File: config.mk
export PLATFORM = sky130hd
export DESIGN_NAME = scalar_kalman_attitude_estimator_unit
export DESIGN_NICKNAME = d
export VERILOG_FILES = /design/src/design/skae_pkg.sv /design/src/design/skae_regs.sv /design/src/design/skae_ctrl.sv /design/src/design/skae_dpath.sv /design/src/design/scalar_kalman_attitude_estimator_unit.sv
export SDC_FILE = /design/constraint.sdc
export NUM_CORES = 2
export LEC_CHECK = 0
export BUFFER_PORTS_ARGS = -buffer_cell sky130_fd_sc_hd__buf_4
export CORE_AREA = 4 4 450 541
export CTS_BUF_LIST = sky130_fd_sc_hd__clkbuf_4 sky130_fd_sc_hd__clkbuf_8
export DETAILED_ROUTE_END_ITERATION = 7
export DIE_AREA = 0 0 454 545
export GPL_TIMING_DRIVEN = 0
export PLACE_DENSITY = 0.45
export SLEW_MARGIN = 20
export SYNTH_ARGS = -nofsm -noshare
export SYNTH_HDL_FRONTEND = slang
export SYNTH_SLANG_ARGS = --single-unit
export TNS_END_PERCENT = 10
File: constraint.sdc
create_clock -name clk -period 20.6 [get_ports clk]
set_input_delay 1.03 -clock clk [delete_from_list [all_inputs] [get_ports clk]]
set_output_delay 1.03 -clock clk [all_outputs]
set_load 0.02 [all_outputs]
File: src/design/skae_pkg.sv
`default_nettype none
package skae_pkg;

	localparam int unsigned ADDR_W = 4;

	localparam logic [1:0] REG_SAMPLE_PERIOD     = 2'd0;
	localparam logic [1:0] REG_PROCESS_NOISE     = 2'd1;
	localparam logic [1:0] REG_MEASUREMENT_NOISE = 2'd2;

	localparam logic [31:0] SAMPLE_PERIOD_RST     = 32'd17179869;
	localparam logic [30:0] PROCESS_NOISE_RST     = 31'd1048576;
	localparam logic [30:0] MEASUREMENT_NOISE_RST = 31'd589824;

	typedef struct packed {
		logic [31:0] sample_period;
		logic [30:0] process_noise;
		logic [30:0] measurement_noise;
	} skae_cfg_t;

	typedef enum logic [2:0] {
		MUL_NONE,
		MUL_UH,
		MUL_DK,
		MUL_SK,
		MUL_TK
	} mul_op_t;

	typedef struct packed {
		logic    take;
		logic    fetch;
		logic    div_step;
		mul_op_t mul;
		logic    cap_uh;
		logic    cap_dk;
		logic    cap_t;
		logic    commit;
	} skae_cmd_t;

	typedef struct packed {
		logic div_last;
	} skae_sts_t;

	typedef enum logic [3:0] {
		ST_IDLE,
		ST_LOAD,
		ST_DIV,
		ST_MUL_UH,
		ST_MUL_DK,
		ST_MUL_SK,
		ST_CAP_T,
		ST_MUL_TK,
		ST_FINISH
	} state_t;

endpackage
`default_nettype wire

File: src/design/skae_regs.sv
`default_nettype none
module skae_regs (
	input  wire                          clk,
	input  wire                          arst_n,
	input  wire                          psel,
	input  wire                          penable,
	input  wire                          pwrite,
	input  wire [skae_pkg::ADDR_W-1:0]   paddr,
	input  wire [31:0]                   pwdata,
	output logic [31:0]                  prdata,
	output logic                         pready,
	output skae_pkg::skae_cfg_t          cfg
);
	import skae_pkg::*;

	logic [31:0] sample_period_q;
	logic [30:0] process_noise_q;
	logic [30:0] measurement_noise_q;
	logic        wr_en;

	assign pready = 1'b1;
	assign wr_en  = psel & penable & pwrite;

	always_ff @(posedge clk or negedge arst_n) begin
		if (!arst_n) begin
			sample_period_q     <= SAMPLE_PERIOD_RST;
			process_noise_q     <= PROCESS_NOISE_RST;
			measurement_noise_q <= MEASUREMENT_NOISE_RST;
		end else if (wr_en) begin
			case (paddr[3:2])
				REG_SAMPLE_PERIOD:     sample_period_q     <= pwdata;
				REG_PROCESS_NOISE:     process_noise_q     <= pwdata[30:0];
				REG_MEASUREMENT_NOISE: measurement_noise_q <= pwdata[30:0];
				default: ;
			endcase
		end
	end

	always_comb begin
		case (paddr[3:2])
			REG_SAMPLE_PERIOD:     prdata = sample_period_q;
			REG_PROCESS_NOISE:     prdata = {1'b0, process_noise_q};
			REG_MEASUREMENT_NOISE: prdata = {1'b0, measurement_noise_q};
			default:               prdata = 32'd0;
		endcase
	end

	assign cfg.sample_period     = sample_period_q;
	assign cfg.process_noise     = process_noise_q;
	assign cfg.measurement_noise = measurement_noise_q;

endmodule
`default_nettype wire

File: src/design/skae_ctrl.sv
`default_nettype none
module skae_ctrl (
	input  wire                  clk,
	input  wire                  arst_n,
	input  wire                  sample_valid,
	output logic                 sample_stall,
	output logic                 result_valid,
	input  wire                  result_stall,
	input  skae_pkg::skae_sts_t  sts,
	output skae_pkg::skae_cmd_t  cmd
);
	import skae_pkg::*;

	state_t state_q;
	state_t state_d;
	logic   result_valid_q;
	logic   out_free;

	assign out_free     = !result_valid_q || !result_stall;
	assign sample_stall = (state_q != ST_IDLE);
	assign result_valid = result_valid_q;

	always_comb begin
		state_d = state_q;
		case (state_q)
			ST_IDLE:   if (sample_valid) state_d = ST_LOAD;
			ST_LOAD:   state_d = ST_DIV;
			ST_DIV:    if (sts.div_last) state_d = ST_MUL_UH;
			ST_MUL_UH: state_d = ST_MUL_DK;
			ST_MUL_DK: state_d = ST_MUL_SK;
			ST_MUL_SK: state_d = ST_CAP_T;
			ST_CAP_T:  state_d = ST_MUL_TK;
			ST_MUL_TK: state_d = ST_FINISH;
			ST_FINISH: if (out_free) state_d = ST_IDLE;
			default:   state_d = ST_IDLE;
		endcase
	end

	always_comb begin
		cmd = '0;
		cmd.mul = MUL_NONE;
		case (state_q)
			ST_IDLE:   cmd.take = sample_valid;
			ST_LOAD:   cmd.fetch = 1'b1;
			ST_DIV:    cmd.div_step = 1'b1;
			ST_MUL_UH: cmd.mul = MUL_UH;
			ST_MUL_DK: begin
				cmd.mul    = MUL_DK;
				cmd.cap_uh = 1'b1;
			end
			ST_MUL_SK: begin
				cmd.mul    = MUL_SK;
				cmd.cap_dk = 1'b1;
			end
			ST_CAP_T:  cmd.cap_t = 1'b1;
			ST_MUL_TK: cmd.mul = MUL_TK;
			ST_FINISH: cmd.commit = out_free;
			default: ;
		endcase
	end

	always_ff @(posedge clk or negedge arst_n) begin
		if (!arst_n) begin
			state_q        <= ST_IDLE;
			result_valid_q <= 1'b0;
		end else begin
			state_q <= state_d;
			if (cmd.commit) begin
				result_valid_q <= 1'b1;
			end else if (!result_stall) begin
				result_valid_q <= 1'b0;
			end
		end
	end

`ifndef SYNTH
	a_commit_shows_word: assert property (@(posedge clk) disable iff (!arst_n)
		(state_q == ST_FINISH && out_free) |=> (result_valid_q && state_q == ST_IDLE))
		else $error("finished word not presented");
	a_div_holds: assert property (@(posedge clk) disable iff (!arst_n)
		(state_q == ST_DIV && !sts.div_last) |=> (state_q == ST_DIV))
		else $error("divider left early");
	a_take_loads: assert property (@(posedge clk) disable iff (!arst_n)
		(state_q == ST_IDLE && sample_valid) |=> (state_q == ST_LOAD))
		else $error("accepted word not loaded");
	a_cmd_exclusive: assert property (@(posedge clk) disable iff (!arst_n)
		$onehot0({cmd.take, cmd.fetch, cmd.div_step, cmd.cap_t, cmd.commit,
			(cmd.mul != MUL_NONE)}))
		else $error("overlapping datapath commands");
`endif

endmodule
`default_nettype wire

File: src/design/skae_dpath.sv
`default_nettype none
module skae_dpath #(
	parameter int unsigned NUM_AXES  = 2,
	parameter int unsigned FRAC_BITS = 16
) (
	input  wire                  clk,
	input  wire                  arst_n,
	input  skae_pkg::skae_cmd_t  cmd,
	output skae_pkg::skae_sts_t  sts,
	input  skae_pkg::skae_cfg_t  cfg,
	input  wire                  axis,
	input  wire signed [31:0]    gyro_rate,
	input  wire signed [31:0]    accel_angle,
	output logic                 axis_out,
	output logic signed [31:0]   angle_estimate,
	output logic [30:0]          error_covariance
);
	import skae_pkg::*;

	localparam int unsigned AXW = (NUM_AXES > 1) ? $clog2(NUM_AXES) : 1;
	localparam logic [30:0] P_RST = 31'(64'd4 << FRAC_BITS);

	logic signed [31:0] est_q [NUM_AXES];
	logic [30:0]        cov_q [NUM_AXES];

	logic               axis_q;
	logic signed [31:0] u_q;
	logic signed [31:0] y_q;
	logic signed [31:0] x_q;
	logic [30:0]        p_q;
	logic [31:0]        s_q;
	logic [31:0]        dmag_q;
	logic               dneg_q;
	logic [31:0]        rem_q;
	logic [31:0]        quo_q;
	logic [4:0]         cnt_q;
	logic [63:0]        prod_q;
	logic signed [32:0] uh_q;
	logic signed [32:0] dk_q;
	logic [31:0]        t_q;

	logic               axis_ok;
	logic [AXW-1:0]     idx;
	logic signed [31:0] x_rd;
	logic [30:0]        p_rd;
	logic signed [32:0] diff;
	logic [32:0]        rem_sh;
	logic               rem_ge;
	logic [31:0]        k_val;
	logic [31:0]        umag;
	logic [31:0]        mul_a;
	logic [31:0]        mul_b;
	logic [63:0]        rnd_sum;
	logic [31:0]        rnd;
	logic signed [34:0] est_sum;
	logic signed [31:0] est_sat;
	logic signed [33:0] pn_sum;
	logic [30:0]        pn_sat;

	assign axis_ok = (AXW'(axis_q) < AXW'(NUM_AXES - 1)) || (AXW'(axis_q) == AXW'(NUM_AXES - 1));
	assign idx     = AXW'(axis_q);
	assign x_rd    = axis_ok ? est_q[idx] : 32'sd0;
	assign p_rd    = axis_ok ? cov_q[idx] : 31'd0;
	assign diff    = {y_q[31], y_q} - {x_rd[31], x_rd};

	assign rem_sh = {rem_q, 1'b0};
	assign rem_ge = (rem_sh >= {1'b0, s_q});
	assign sts.div_last = (cnt_q == 5'd31);

	always_comb begin
		if (cfg.measurement_noise == 31'd0) begin
			k_val = (p_q == 31'd0) ? 32'd0 : 32'hFFFF_FFFF;
		end else begin
			k_val = quo_q;
		end
	end

	assign umag = u_q[31] ? 32'(-{u_q[31], u_q}) : u_q;

	always_comb begin
		case (cmd.mul)
			MUL_UH: begin
				mul_a = umag;
				mul_b = cfg.sample_period;
			end
			MUL_DK: begin
				mul_a = dmag_q;
				mul_b = k_val;
			end
			MUL_SK: begin
				mul_a = s_q;
				mul_b = k_val;
			end
			MUL_TK: begin
				mul_a = t_q;
				mul_b = k_val;
			end
			default: begin
				mul_a = 32'd0;
				mul_b = 32'd0;
			end
		endcase
	end

	assign rnd_sum = prod_q + 64'h0000_0000_8000_0000;
	assign rnd     = rnd_sum[63:32];

	assign est_sum = 35'(x_q) + 35'(uh_q) + 35'(dk_q);
	always_comb begin
		if (est_sum > 35'sh0_7FFF_FFFF) begin
			est_sat = 32'sh7FFF_FFFF;
		end else if (est_sum < -35'sh0_8000_0000) begin
			est_sat = -32'sh8000_0000;
		end else begin
			est_sat = est_sum[31:0];
		end
	end

	assign pn_sum = $signed({3'b000, p_q}) + $signed({3'b000, cfg.process_noise})
		- $signed({2'b00, rnd});
	always_comb begin
		if (pn_sum < 34'sd0) begin
			pn_sat = 31'd0;
		end else if (pn_sum > 34'sh0_7FFF_FFFF) begin
			pn_sat = 31'h7FFF_FFFF;
		end else begin
			pn_sat = pn_sum[30:0];
		end
	end

	always_ff @(posedge clk or negedge arst_n) begin
		if (!arst_n) begin
			for (int i = 0; i < NUM_AXES; i++) begin
				est_q[i] <= 32'sd0;
				cov_q[i] <= P_RST;
			end
		end else if (cmd.commit && axis_ok) begin
			est_q[idx] <= est_sat;
			cov_q[idx] <= pn_sat;
		end
	end

	always_ff @(posedge clk or negedge arst_n) begin
		if (!arst_n) begin
			cnt_q <= 5'd0;
		end else if (cmd.fetch) begin
			cnt_q <= 5'd0;
		end else if (cmd.div_step) begin
			cnt_q <= cnt_q + 5'd1;
		end
	end

	always_ff @(posedge clk) begin
		if (cmd.take) begin
			axis_q <= axis;
			u_q    <= gyro_rate;
			y_q    <= accel_angle;
		end
		if (cmd.fetch) begin
			x_q    <= x_rd;
			p_q    <= p_rd;
			s_q    <= {1'b0, cfg.measurement_noise} + {1'b0, p_rd};
			dneg_q <= diff[32];
			dmag_q <= diff[32] ? 32'(-diff) : diff[31:0];
			rem_q  <= {1'b0, p_rd};
			quo_q  <= 32'd0;
		end
		if (cmd.div_step) begin
			rem_q <= rem_ge ? 32'(rem_sh - {1'b0, s_q}) : rem_sh[31:0];
			quo_q <= {quo_q[30:0], rem_ge};
		end
		if (cmd.mul != MUL_NONE) begin
			prod_q <= mul_a * mul_b;
		end
		if (cmd.cap_uh) begin
			uh_q <= u_q[31] ? -$signed({1'b0, rnd}) : $signed({1'b0, rnd});
		end
		if (cmd.cap_dk) begin
			dk_q <= dneg_q ? -$signed({1'b0, rnd}) : $signed({1'b0, rnd});
		end
		if (cmd.cap_t) begin
			t_q <= rnd;
		end
		if (cmd.commit) begin
			axis_out         <= axis_q;
			angle_estimate   <= axis_ok ? est_sat : 32'sd0;
			error_covariance <= axis_ok ? pn_sat : 31'd0;
		end
	end

endmodule
`default_nettype wire

File: src/design/scalar_kalman_attitude_estimator_unit.sv
// Scalar Kalman one-step predictor for roll and pitch. Each word names an axis and carries a
// gyro rate u and an accelerometer angle y (signed Q16.16); the unit forms the gain
// K = P/(R2+P), returns x + h*u + K*(y-x) saturated to 32 bits and P + R1 - K*K*(R2+P)
// clamped to 0..2^31-1, and keeps both in the axis state. One word is worked at a time: each
// word runs through the radix-2 gain divider (32 steps) and then makes four passes through the
// one shared 32x32 multiplier. A finished result waits in the output register while the next
// word is already taken.
// Registers (APB, 32-bit): 0x0 sample period h (Q0.32), 0x4 R1, 0x8 R2; write only while idle.
`default_nettype none
module scalar_kalman_attitude_estimator_unit #(
	parameter int unsigned NUM_AXES  = 2,
	parameter int unsigned FRAC_BITS = 16
) (
	input  wire                         clk,
	input  wire                         arst_n,
	input  wire                         psel,
	input  wire                         penable,
	input  wire                         pwrite,
	input  wire [skae_pkg::ADDR_W-1:0]  paddr,
	input  wire [31:0]                  pwdata,
	output logic [31:0]                 prdata,
	output logic                        pready,
	input  wire                         sample_valid,
	output logic                        sample_stall,
	input  wire                         axis,
	input  wire signed [31:0]           gyro_rate,
	input  wire signed [31:0]           accel_angle,
	output logic                        result_valid,
	input  wire                         result_stall,
	output logic                        axis_out,
	output logic signed [31:0]          angle_estimate,
	output logic [30:0]                 error_covariance
);
	import skae_pkg::*;

	skae_cfg_t cfg;
	skae_cmd_t cmd;
	skae_sts_t sts;

	skae_regs u_regs (
		.clk     (clk),
		.arst_n  (arst_n),
		.psel    (psel),
		.penable (penable),
		.pwrite  (pwrite),
		.paddr   (paddr),
		.pwdata  (pwdata),
		.prdata  (prdata),
		.pready  (pready),
		.cfg     (cfg)
	);

	skae_ctrl u_ctrl (
		.clk          (clk),
		.arst_n       (arst_n),
		.sample_valid (sample_valid),
		.sample_stall (sample_stall),
		.result_valid (result_valid),
		.result_stall (result_stall),
		.sts          (sts),
		.cmd          (cmd)
	);

	skae_dpath #(
		.NUM_AXES  (NUM_AXES),
		.FRAC_BITS (FRAC_BITS)
	) u_dpath (
		.clk              (clk),
		.arst_n           (arst_n),
		.cmd              (cmd),
		.sts              (sts),
		.cfg              (cfg),
		.axis             (axis),
		.gyro_rate        (gyro_rate),
		.accel_angle      (accel_angle),
		.axis_out         (axis_out),
		.angle_estimate   (angle_estimate),
		.error_covariance (error_covariance)
	);

endmodule
`default_nettype wire
Yosys cells after proc, flatten, opt, wreduce, memory -nomap -nowiden --
Cells that the tools add are included.
Word-level totals: bits in registers 713, bits in latches 0, bits in writable memories 0, ROM bits 0, output and inout port bits 99, logic and storage cells 138, memories kept 0
Cells by class: $add $sub $neg 12, multiply operators 1, divide/modulo/power cells 0, order comparisons 8, equal/unequal tests 19, shifts and indexed selects 0, mux-type cells 48, bitwise gates (word level) 3, reductions and logical operators 18
Operators by type and width (count):
- $mux W32 | 18
- $mux W31 | 7
- $pmux W32 S4 | 1
- $pmux W32 S3 | 1
- $add A31 B31 Y32 | 2
- $add A64 B32 Y64 const B | 1
- $bwmux W64 | 1
- $mul A32 B32 Y64 | 1
- $neg A32 Y32 | 2
- $pmux W32 S2 | 1
- $bwmux W62 | 1
- $logic_not A31 Y1 | 2
- $pmux W4 S9 | 1
- $add A34 B33 Y35 | 1
- $gt A35 B32 Y1 const B | 1
- $lt A35 B32 Y1 const B | 1
- $add A32 B33 Y34 | 1
- $gt A34 B32 Y1 const B | 1
- $lt A34 B1 Y1 const B | 1
- $sub A34 B33 Y34 | 1
- $ge A33 B32 Y1 | 1
- $neg A32 Y33 | 1
- $sub A32 B32 Y33 | 1
- $demux W32 S1 | 1
- other kinds (35) | 59

Depth between registers and ports, before layout --
word-level depth 8, depth in mapped cells 41, gate-level depth less buffers 38

Modules after synthesis --
From an unflattened synthesis, not the netlist that was laid out.
Unflattened totals: cell total of the unflattened synthesis 7376, area total of the unflattened synthesis 71426.0 µm²
By module, submodules not included:
- skae_dpath | times used 1, cells each 7029, area an instance 66792.8 µm², seq. area each 16853.7 µm²
- skae_regs | times used 1, cells each 309, area an instance 4301.6 µm², seq. area each 2369.8 µm²
- skae_ctrl | times used 1, cells each 38, area an instance 331.6 µm², seq. area each 125.1 µm²

Least setup slack after synthesis --
Ideal clock, no wire load.
path type flip-flop to flip-flop, start point reg u_ctrl.state_q[1], end point reg u_dpath.quo_q[0] (enable), arrival time 12.260 ns, data required time 20.183 ns, slack 7.923 ns, stages on the path, launching flop included 6, buffers on the path 1, path through dfrtp_1 clkbuf_1 nand2b_1 nor3_1 nor2_1 inv_1
On the way: cells in the longest elaborated chain, start to end 3
Ends and longest elaborated chain:
- start: declaration | RTL line skae_ctrl.sv:14 | state_t state_q;
- start signal: assignment | RTL line skae_ctrl.sv:67 | state_q <= state_d;
- $eq A4 B2 Y1 or $eq A4 B1 Y1 (tied branches) | RTL line skae_ctrl.sv:42 | case (state_q)
- $mux W1 | RTL line skae_ctrl.sv:42
- $reduce_bool A2 Y1 (no line) (*)
- end signal: assignment | RTL line skae_dpath.sv:170 | quo_q <= {quo_q[30:0], rem_ge};
- end: declaration | RTL line skae_dpath.sv:35 | logic [31:0] quo_q;
Mark *: on every way between the ends. The rest lies on a longest branch, timed or not. A chain may end at the register's enable or synchronous reset.

Worst setup path after layout --
start point reg u_dpath.u_q[1], end point reg u_dpath.prod_q[63] (data pin)
On the way: cells in the longest elaborated chain, start to end 4
Ends and longest elaborated chain:
- start: declaration | RTL line skae_dpath.sv:27 | logic signed [31:0] u_q;
- start signal: assignment | RTL line skae_dpath.sv:156 | u_q <= gyro_rate;
- $neg A32 Y32 | RTL line skae_dpath.sv:78 | assign umag = u_q[31] ? 32'(-{u_q[31], u_q}) : u_q;
- $mux W32 (*) | RTL line skae_dpath.sv:78
- $pmux W32 S4 (*) | RTL line skae_dpath.sv:81 | case (cmd.mul)
- $mul A32 B32 Y64 (*) | RTL line skae_dpath.sv:173 | prod_q <= mul_a * mul_b;
- end signal: assignment | RTL line skae_dpath.sv:173
- end: declaration | RTL line skae_dpath.sv:37 | logic [63:0] prod_q;
Marked as above.

==> summary.md <==
| Metric | Value |
|---|---|
| Status | `finished with violations` |
| Failing checks | `DRC` |
| Post-synthesis sequential area ratio | `0.272` |
| Flop2flop setup slack | `~6.6 ns` |
| Worst skew pair latency | `0.88 ns` |
| Largest net degree at the start of global routing | `85` |
| Storage cell area | `19,300 µm²` |
| R2r worst-path depth | `38` |
| Most frequent cell on the critical path | `fa_1` |
| Fill cells | `between 20,000 and 25,000` |
| Die footprint | `247,000 µm²` |
| CTS Root Cell | `clkbuf_8` |
| Synth Area in XOR/XNOR | `0.0403` |
| Drt via density | `5.03` |
| CTS Buffer Depth | `3` |
| Die X | `around 450 µm` |
| Tightest Pin Transition | `1.24 ns` |
| Placed insts | `about 11,000` |
| Area grow syn2layout | `12.8%` |
| Largest family of logic cells by synthesized area | `adder cells` |
| GRT overflow | `0` |
| Synth top area cells | `fa_1 (26%), edfxtp_1 (19%), ha_1 (8.0%)` |
| Die Height | `545 µm` |
| Rel. slew slack | `0.174` |
| WS Path Type | `flip-flop to flip-flop` |
| FP Rows | `196` |
| Syn nets | `8,848` |
| CP max stage delay | `slightly above 0.9 ns` |
| Area share of the largest cell type after synthesis | `0.263` |
| Nets | `9,210` |
| Yosys reg bits | `~680` |
| Post-DP HPWL | `251,000 µm` |
| CP Launch Type | `flip-flop` |
| Avg Cell Area, Syn | `9.69 µm²` |
| Synth unique cells | `103` |
| IO Pins | `207` |
| Delay-heaviest family, CP | `adder cells` |
| Crit path max-delay cell type | `o21ai_0` |
| Layout cells sized above 1 | `0.102` |
| Post-CTS Setup Bufs | `0` |
| Avg WL per Cell | `27.2 µm` |
| Final Cell Area | `80,400 µm²` |
| Synth area leader | `fa_1` |
| H-tree lvl count | `3` |
| Pre-antenna DRT Iters | `8` |
| Final hold vios | `0` |
| Synth warn | `0` |
| Number of routed nets with antenna violations | `0` |
| Antenna violations before repair | `13` |
| Fmax | `71.4 MHz` |
| Placed Area | `77,600 µm²` |
| Hold Path Class | `input port to async pin` |
| Worst EP required | `21.14 ns` |
| Asr flop ratio synth | `0.337` |
| Final setup vio count | `0` |
| Setup total negative slack | `0 ns` |
| Reg2reg end | `u_dpath.prod_q[63]` |
| CTS buffer count | `between 100 and 150` |
| Core area | `238,000 µm²` |
| Layout Cells excl Fill | `10,988` |
| Synth Instances | `about 7,300` |
| Mux contribution to synthesized area | `0.0408` |
| Post-cts sizing count | `0` |
| Clock transition at path regs | `roughly 0.07 ns` |
| CTS tree | `built` |
| Ratio of final minimum period to clock period | `0.680` |
| Wire length after detailed routing | `298,000 µm` |
| Clock skew | `0.0965 ns` |
| First-pass GRT wire length | `424,000 µm` |
| Crit path capture type | `flip-flop` |
| CP Buf/Inv Count | `8` |
| Number of flops mapped to enable cells by yosys | `452` |
| Synth Area in Compound Gates | `0.0955` |
| Core Util, Final | `0.338` |
| Unrepaired setup endpoints after global routing | `false` |
| Max_cap viols | `0` |
| Placer Congestion | `0.984` |
| Vias in the first global route | `58,008` |
| Reg-to-Reg Start | `u_dpath.u_q[1]` |
| Cell area after synthesis | `71,200 µm²` |
| Crit Path Max Fanout | `10` |
| Initial DRC Count | `4,207` |
| Simple-gate area share of the yosys netlist | `0.125` |
| Via count | `55,272` |
| Initial Util | `0.300` |
| Global Route Usage Sum | `0.239` |
| Primary FF master, synth | `edfxtp_1` |
| Port bufs | `202` |
| Fin crit period | `14.01 ns` |
| DR DRC count | `4` |
| Worst Path Arrival | `14.55 ns` |
| Area of the multi-input gates | `46,200 µm²` |
| Max Transition Viols Final | `0` |
| Sink Count | `682` |
| Post-synthesis adder-cell area fraction | `0.343` |
| Cts-stage hold buffer count | `0` |
[layer usage]
layer  routed length, µm  global-route usage  up-vias
met5                  13                   0        -
met4               18700               0.122        2
met3               13600              0.0242      471
met2              144000               0.411     1656
met1              122000               0.298    28592
li1                    -                   -    24551
[synth_stat cells (33+ instances only)]
| cell | count |
|---|---|
| nand3_1 | 63 |
| and2_1 | 56 |
| o22ai_1 | 35 |
| dfrtp_1 | 214 |
| inv_1 | 1245 |
| nor3_1 | 53 |
| or3_1 | 40 |
| clkbuf_1 | 261 |
| xor2_1 | 99 |
| nand4_1 | 37 |
| mux2i_1 | 74 |
| edfxtp_1 | 452 |
| nand2_1 | 824 |
| a21oi_1 | 292 |
| and3_1 | 33 |
| nor2_1 | 779 |
| ha_1 | 457 |
| mux2_2 | 192 |
| nand2b_1 | 36 |
| a31oi_1 | 45 |
| o21ai_0 | 224 |
| a21o_1 | 113 |
| nor2b_1 | 38 |
| fa_1 | 934 |
| xnor2_1 | 223 |
| o21a_1 | 63 |
[final cells by class]
class | count | area share
multi-input combinational | 5106 | 0.575
sequential | 682 | 0.241
inverter | 1245 | 0.0582
tap | 3168 | 0.0493
timing repair buffer | 247 | 0.0266
clock buffer | 169 | 0.0261
buffer | 316 | 0.0160
clock inverter | 47 | 0.00729
antenna | 8 | 0.000249
[cells in the final DEF (no fill, tap or decap), drive strengths merged, types with 29 or more instances in the layout]
cell	synthesis	layout
inv	1245	1249
fa	934	934
nand2	824	824
nor2	781	781
ha	457	457
edfxtp	452	452
clkbuf	261	430
buf	55	302
a21oi	292	292
o21ai	243	243
xnor2	224	224
dfrtp	214	214
mux2	192	192
a21o	113	113
xor2	101	101
mux2i	74	74
nand3	65	65
o21a	64	64
and2	58	58
nor3	53	53
a31oi	45	45
or3	43	43
nor2b	38	38
nand4	37	37
nand2b	36	36
o22ai	35	35
and3	33	33
o31ai	31	31
o21bai	30	30
clkinv	0	30
a211oi	29	29
[per-stage QoR]
step	setup slack, ns	hold slack (ns)
floorplan	7.92	0.443
CTS	6.48	0.0951
global route	6.21	0.149
detailed placement	6.56	0.464
global placement	0.303	0.454
finish	6.59	0.145
[how the worst max path moves through the flow]
stage	endpoint	slack, ns	cells after the start	from
3_3_place_gp	u_dpath.quo_q[3]	0.30	5	u_ctrl.state_q[1]
5_1_grt	u_dpath.prod_q[63]	6.21	38	u_dpath.u_q[1]
4_1_cts	u_dpath.prod_q[63]	6.48	38	u_dpath.u_q[1]
3_5_place_dp	u_dpath.prod_q[63]	6.56	38	u_dpath.u_q[1]
6_report	u_dpath.prod_q[63]	6.59	38	u_dpath.u_q[1]
2_1_floorplan	u_dpath.quo_q[0]	7.92	5	u_ctrl.state_q[1]
[state kept, by name, indices dropped and copies added, names as in the netlist, 32 cells and up]
name	cells
u_dpath.cov_q	62
u_dpath.x_q	32
u_dpath.t_q	32
u_dpath.s_q	32
u_dpath.dmag_q	32
u_dpath.uh_q	33
u_regs.sample_period_q	32
u_dpath.dk_q	33
u_dpath.quo_q	32
u_dpath.rem_q	32
u_dpath.u_q	32
u_dpath.y_q	32
u_dpath.angle_estimate	32
u_dpath.prod_q	33
u_dpath.est_q	64
[worst register-to-register path: cells and delay by family (launching register included)]
family	cells	cell delay (ns)
simple gates	7	1.93
xor+xnor	2	0.42
flops	1	0.53
compound gates	11	4.78
buf+inv	8	1.34
fa+ha+maj	10	4.77
[cell families after synthesis]
group	count (synthesis)
XOR/XNOR	325
other	1
adder cells (fa/ha/maj)	1391
AND/OR/NAND/NOR	2063
multiplexers	266
AO/OA/AOI/OAI	1060
flip-flops	682
buffers and inverters	1561
Power is not shown: default switching activity piles up to over one toggle a cycle in this logic, so the estimate is an artifact.
